## src/hdl/spfl_pkg.sv

```systemverilog
// Shared types and constants of the slot pool free-list allocator.
// Field widths, command, status and register codes, and parameter defaults.
// Depends on nothing; every other file imports it.
package spfl_pkg;

   localparam int DEF_MAX_SLOTS = 256;
   localparam int DEF_GEN_BITS  = 16;

   localparam int SLOT_FIELD_W = 8;
   localparam int GEN_FIELD_W  = 16;
   localparam int OFFSET_W     = 20;
   localparam int STATUS_W     = 2;
   localparam int SIU_W        = 9;
   localparam int BYTES_W      = 13;
   localparam int CSR_DATA_W   = 13;
   localparam int RSP_DATA_W   = 48;

   localparam logic [SIU_W-1:0]   SIU_RESET   = 9'd256;
   localparam logic [BYTES_W-1:0] BYTES_RESET = 13'd64;

   localparam logic CMD_GET    = 1'b0;
   localparam logic CMD_RETURN = 1'b1;

   localparam logic CSR_SLOTS_IN_USE = 1'b0;
   localparam logic CSR_SLOT_BYTES   = 1'b1;

   localparam logic [STATUS_W-1:0] ST_OK    = 2'd0;
   localparam logic [STATUS_W-1:0] ST_EMPTY = 2'd1;
   localparam logic [STATUS_W-1:0] ST_FULL  = 2'd2;
   localparam logic [STATUS_W-1:0] ST_RANGE = 2'd3;

   typedef enum logic [3:0] {
      FSM_IDLE = 4'b0001,
      FSM_SLOT = 4'b0010,
      FSM_GEN  = 4'b0100,
      FSM_DONE = 4'b1000
   } fsm_type;

endpackage

```

## src/hdl/spfl_gen_table.sv

```systemverilog
// Generation counter memory of the slot pool allocator, one entry per slot.
// Clears itself after reset in a sweep of one entry per cycle.
// Depends on spfl_pkg for the parameter defaults.
module spfl_gen_table
   import spfl_pkg::*;
#(
   parameter int MAX_SLOTS = DEF_MAX_SLOTS,
   parameter int GEN_BITS  = DEF_GEN_BITS
) (
   input  logic                         clock,
   input  logic                         reset,
   input  logic                         rd_en,
   input  logic [$clog2(MAX_SLOTS)-1:0] rd_addr,
   output logic [GEN_BITS-1:0]          rd_data,
   input  logic                         wr_en,
   input  logic [$clog2(MAX_SLOTS)-1:0] wr_addr,
   input  logic [GEN_BITS-1:0]          wr_data,
   output logic                         busy
);

   localparam int SLOT_W = $clog2(MAX_SLOTS);

   logic [GEN_BITS-1:0] gen_mem [MAX_SLOTS];
   logic [GEN_BITS-1:0] rd_q_ff;
   logic                clear_ff;
   logic                clear_in;
   logic [SLOT_W-1:0]   sweep_ff;
   logic [SLOT_W-1:0]   sweep_in;

   always_comb begin
      clear_in = clear_ff;
      sweep_in = sweep_ff;
      if (clear_ff) begin
         sweep_in = sweep_ff + 1'b1;
         if (sweep_ff == SLOT_W'(MAX_SLOTS - 1)) begin
            clear_in = 1'b0;
         end
      end
   end

   always_ff @(posedge clock) begin
      if (reset) begin
         clear_ff <= 1'b1;
         sweep_ff <= '0;
      end else begin
         clear_ff <= clear_in;
         sweep_ff <= sweep_in;
      end
   end

   always_ff @(posedge clock) begin
      if (clear_ff) begin
         gen_mem[sweep_ff] <= '0;
      end else if (wr_en) begin
         gen_mem[wr_addr] <= wr_data;
      end
      if (rd_en) begin
         rd_q_ff <= gen_mem[rd_addr];
      end
   end

   assign rd_data = rd_q_ff;
   assign busy    = clear_ff;

endmodule

```

## config.mk

```make
export PLATFORM = sky130hd
export DESIGN_NAME = spfl_gen_table
export DESIGN_NICKNAME = d
export VERILOG_FILES = /design/src/hdl/spfl_pkg.sv /design/src/hdl/spfl_gen_table.sv
export SDC_FILE = /design/constraint.sdc
export NUM_CORES = 2
export LEC_CHECK = 0
export BUFFER_PORTS_ARGS = -buffer_cell sky130_fd_sc_hd__clkbuf_2
export CAP_MARGIN = 20
export CORE_UTILIZATION = 42
export DETAILED_ROUTE_END_ITERATION = 8
export HOLD_SLACK_MARGIN = 0.03
export PLACE_DENSITY_LB_ADDON = 0.08
export SETUP_SLACK_MARGIN = 0.05
export SYNTH_ARGS = -nofsm -noshare
export SYNTH_HDL_FRONTEND = slang
export SYNTH_SLANG_ARGS = --single-unit
```

## constraint.sdc

```tcl
create_clock -name clock -period 12.62 [get_ports clock]
set_input_delay 0.631 -clock clock [delete_from_list [all_inputs] [get_ports clock]]
set_output_delay 0.631 -clock clock [all_outputs]
set_load 0.02 [all_outputs]
```

==> Yosys cells after proc, flatten, opt, wreduce, memory -nomap -nowiden <==
Memories as Yosys holds them, arrays and structs flattened. A register that Yosys moved wholly into a read port is not among the register bits.
Cells that the tools add are included.
{ "totals": {"n_memories": 1, "ff_bits": 9, "ramBits": 4096, "in_bits": 36, "out_inout_bits": 17} }
{ "mem_list": {"columns": ["name", "depth", "word_bits", "rd", "rd_ports_with_merged_regs", "wr", "line", "source"], "rows": [
  ["gen_mem", 256, 16, 1, 1, 1, "spfl_gen_table.sv:23", "logic [GEN_BITS-1:0] gen_mem [MAX_SLOTS];"]
]} }
{ "op_classes": {"reduce_logical": 1, "mux": 10, "eq_ne": 1, "addsub": 1} }
{ "op_table": {"columns": ["cell", "n"], "rows": [
  ["$mux 16", 1],
  ["$reduce_or 16->1", 1],
  ["$add 8x1->8 const B", 1],
  ["$eq 8x8->1 const B", 1],
  ["$mux 1", 8],
  ["$mux 8", 1]
]} }

==> Logic depth before layout (Yosys ltp) <==
{ "depth": {"ltp_word": 5, "ltp_mapped": 12, "mapped_depth_nobuf": 7} }

==> Least setup slack after synthesis <==
OpenSTA, ideal clock, no wires.
{ "synth_timing": {"path_kind": "input-to-reg", "from": "input wr_en", "to": "memory gen_mem[0][10] in the netlist's numbering, data pin", "path_stages": 5, "path_slack_ns": 7.068, "setup_ns": 0.870, "arrival_ns": 4.681, "required_ns": 11.750, "n_path_buf": 3, "path_cell_list": "nor2b_1 clkbuf_1 clkbuf_1 clkbuf_1 and2_1"} }
{ "synth_between": {"elab_chain_cells": 5} }
{ "synth_rtl": {"columns": ["element", "line", "source"], "rows": [
  ["from (decl)", "spfl_gen_table.sv:15", "input logic wr_en,"],
  ["$mux 1", "spfl_gen_table.sv:54", "end else if (wr_en) begin"],
  ["$mux 1", "spfl_gen_table.sv:52", "if (clear_ff) begin"],
  ["$mux 1 (implied by the code)", "spfl_gen_table.sv:55", "gen_mem[wr_addr] <= wr_data;"],
  ["$reduce_or 16->1 (no source line)", null, null],
  ["$mux 16 (no source line)", null, null],
  ["to (decl)", "spfl_gen_table.sv:23", null]
]} }
Every way passes these cells.

==> Flow_metrics.wiki <==
{| class="wikitable"
! Metric !! Value
|-
| Result of the run || finished, final reports clean
|-
| Number of max-cap violations || 0
|-
| Placed Cells || 12600
|-
| Synthesized area per cell || 21.3 um^2
|-
| Post-synthesis cell count || 7538
|-
| Routed Wire Length || 477000 um
|-
| Final Max Slew Viols || 0
|-
| Global-route congestion overflow total || 0
|-
| Fin Setup TNS || 0 ns
|-
| Total power density per cell area || 156 nW/um^2
|-
| Most area-hungry cell type in the Yosys netlist || edfxtp_1
|-
| Startpoint class of the critical path || input pin
|-
| Detailed-routing iteration count for the pre-antenna-repair pass || 8
|-
| Worst vdd ir || 126 uV
|-
| Cell seen most often among critical-path stages || buf_4
|-
| Headroom to the max-slew limit || 16.2%
|-
| Post-route clock skew || 0.0463 ns
|-
| Leak Pwr || 0.0627 uW
|-
| Std-Cell Rows || 226
|-
| Crit path arrival time || 5.64 ns
|-
| 1st-iter DRT viols || 8784
|-
| Required arrival time at the worst endpoint || 13.34 ns
|-
| Type of destination of the critical path || flop
|-
| WL/cell || 35.5 um
|-
| Largest net degree at the start of global routing || 193
|-
| Total number of H-tree levels || 5
|-
| Upper clock frequency limit || 203 MHz
|-
| Fraction of layout cells with a size suffix above 1 || 25.5%
|-
| Synth-to-Final Area Change || 13.2%
|-
| Number of buffers created by CTS || 438
|-
| CP max stage cell || nor4_1
|-
| Critical path cell sequence || buf_8 -> buf_4 -> or2_4 -> buf_12 -> buf_4 -> o221ai_1 -> a21oi_1 -> nor3_1 -> nor4_1 -> o221ai_1 -> buf_4 -> and3_1
|-
| Hold Violations, Final || 0
|-
| Clock tree buffer depth || 4
|-
| Sequential-to-total area share from yosys stat || 77.0%
|-
| RSZ-0062 raised after global routing || no
|-
| Distinct cell type count of the synthesized netlist || 74
|-
| Shortest period the worst path allows || 4.93 ns
|-
| Most instantiated flip-flop cell in the synthesis netlist || edfxtp_1
|-
| Peak fanout along the critical path || 84
|-
| Number of synthesized register bits || 4121
|-
| Final GP Congestion || 0.815
|-
| Cells taking the most area after synthesis || edfxtp_1, mux4_2, mux2i_1, o221ai_1, nor2_1
|-
| Cell Area, Synth || 161000 um^2
|-
| Critical setup path kind || in -> reg
|-
| Clock edge transition at the registers on the reported setup and hold paths || 0.06 ns
|-
| Height of the die || 620 um
|-
| Transition time at the pin with the least slew margin || 1.25 ns
|-
| Chip Width || 620 um
|-
| Number of global-route vias before repair || 79800
|-
| Yosys warning count || 0
|-
| Critical path's largest stage delay || 0.72 ns
|-
| Die Footprint || 385000 um^2
|-
| Area share of the largest cell type after synthesis || 76.9%
|-
| Final routed DRC violation total || 0
|-
| Input/output buffers || 52
|-
| Multi-input gate area in the final layout || 34100 um^2
|-
| I/O pins || 53
|-
| CTS tree || yes
|-
| HPWL after DPL || 283000 um
|-
| Final cell count without fillers || 13400
|-
| Total of fill cells in the finished design || 31400
|-
| Effective utilization at floorplan || 42.3%
|-
| ANT nets after route || 0
|-
| Area of the core || 380000 um^2
|-
| Final critical-path share of the clock period || 39.0%
|-
| Final number of setup-violating endpoints || 0
|-
| Global-route usage over all layers || 24.7%
|-
| Number of nets in the finished design || 8082
|-
| FF+latch area || 124000 um^2
|-
| Post-synth EDFFs || 4112
|-
| Total via count in the routed design || 79600
|-
| Initial antenna violation count || 35
|-
| Async S/R FF share, synth || 0%
|-
| First-pass GRT wire length || 660000 um
|-
| Net count after synthesis || 7575
|-
| Via/cell ratio || 5.93
|-
| Clock latency at the later pin of the worst-skew pair || 0.98 ns
|-
| Clock root buffer || clkbuf_16
|-
| Sink count of the clock tree || 4121
|-
| Hold Path Class || in -> reg
|}
-- area by class of cell --
cell class / instances / area share (%)
diodes: 19 / 0.0262
clock buffers: 533 / 6.31
clock inverters: 259 / 1.15
inverters: 5 / 0.0158
multi-input cells: 2965 / 18.8
flip-flops and latches: 4121 / 68.0
well taps: 5016 / 3.45
repair buffers: 514 / 2.28
-- final timing paths --
| check | from | endpoint | slack (ns) | cells after the start |
|---|---|---|---|---|
| max reg2reg | busy$_SDFF_PP1_ | gen_mem[125][15]$_DFFE_PP_ | 8.08 | 6 |
| min | wr_data[1] | gen_mem[170][1]$_DFFE_PP_ | 0.13 | 2 |
| max | rd_addr[1] | rd_data[12]$_DFFE_PP_ | 7.69 | 12 |
| min reg2reg | sweep_ff[5]$_SDFFE_PP0P_ | sweep_ff[5]$_SDFFE_PP0P_ | 0.59 | 2 |
-- metal layers --
metal  global-route usage [%]  up-vias  part of all wire (%)
met5                        0        -                 0.020
met4                     7.20       14                   3.1
met3                     3.47      630                   5.7
met2                     40.3     2666                    49
met1                     34.6    43500                    42
li1                         -    32800                     -
-- flip-flops by register name (all words and copies together), names as in the netlist --
name	count
sweep_ff	8
busy	1
gen_mem	4096
rd_data	16
-- layout by cell type, fill, tap and decap left out, types with 39 or more instances in the layout --
cell type and count:
a21oi_1 138, mux2i_1 508, nand3_1 39, edfxtp_1 4112, o21ai_0 84, buf_4 424, clkbuf_16 445, o221ai_1 162
clkbuf_2 47, nand2_1 219, nor2_2 113, clkbuf_1 88, clkinv_2 80, nor2_1 223, clkinv_1 121, o22ai_1 132
nor3_1 105, mux4_2 834, a22oi_1 39
-- repair_timing --
action                    in CTS  in global routing
buffers inserted               0                  0
hold buffers                   1                  0
gates resized for setup        0                  0
hold endpoints to repair       9                  0
-- cells in the mapped netlist (all sizes together) (6+ instances only) --
master,instances
edfxtp,4112
mux4,858
mux2i,508
nor2,349
buf,278
nand2,221
o221ai,169
clkbuf,166
a21oi,138
o22ai,134
nor3,113
o21ai,103
nand3,55
a22oi,39
nor4,31
a211oi,27
mux2,22
or3,21
nand4,19
and2,17
nand2b,15
a221oi,13
o31ai,12
nand3b,11
o311ai,11
a22o,10
and3,10
dfxtp,9
and4,6
o211ai,6
o311a,6
-- report_power, final --
group	internal, uW	switching [uW]
registers	14900	21.9
clock network	7020	5330
logic	404	709
-- per-stage QoR --
step	power, uW	hold slack [ns]	instance area [um^2]	util (%)	worst slack (ns)
2_1_floorplan	15900	0.500	161000	-	7.07
3_5_place_dp	16300	0.570	168000	44.3	6.20
6_report	28300	0.126	182000	47.9	7.69
3_3_place_gp	16300	0.526	168000	44.2	5.88
4_1_cts	28600	0.0473	182000	47.8	7.24
5_1_grt	29100	0.0927	182000	47.9	7.51
-- critical path: cells and delay by family --
kind | cells | cell delay, ns
buffers and inverters | 5 | 2.27
AND/OR/NAND/NOR | 4 | 1.65
AO/OA/AOI/OAI | 3 | 0.82
-- logic make-up (layout without fill, tap and decap cells) --
logic type,after synthesis,after routing,synth area share (%)
XOR/XNOR,4,4,0.0218
other,0,19,0
buffers and inverters,452,1311,2.15
AND/OR/NAND/NOR,885,885,2.48
AO/OA/AOI/OAI,687,687,2.96
flip-flops,4121,4121,77.0
adder cells (fa/ha/maj),1,1,0.00779
multiplexers,1388,1388,15.4
(Power assumes the default switching activity.)
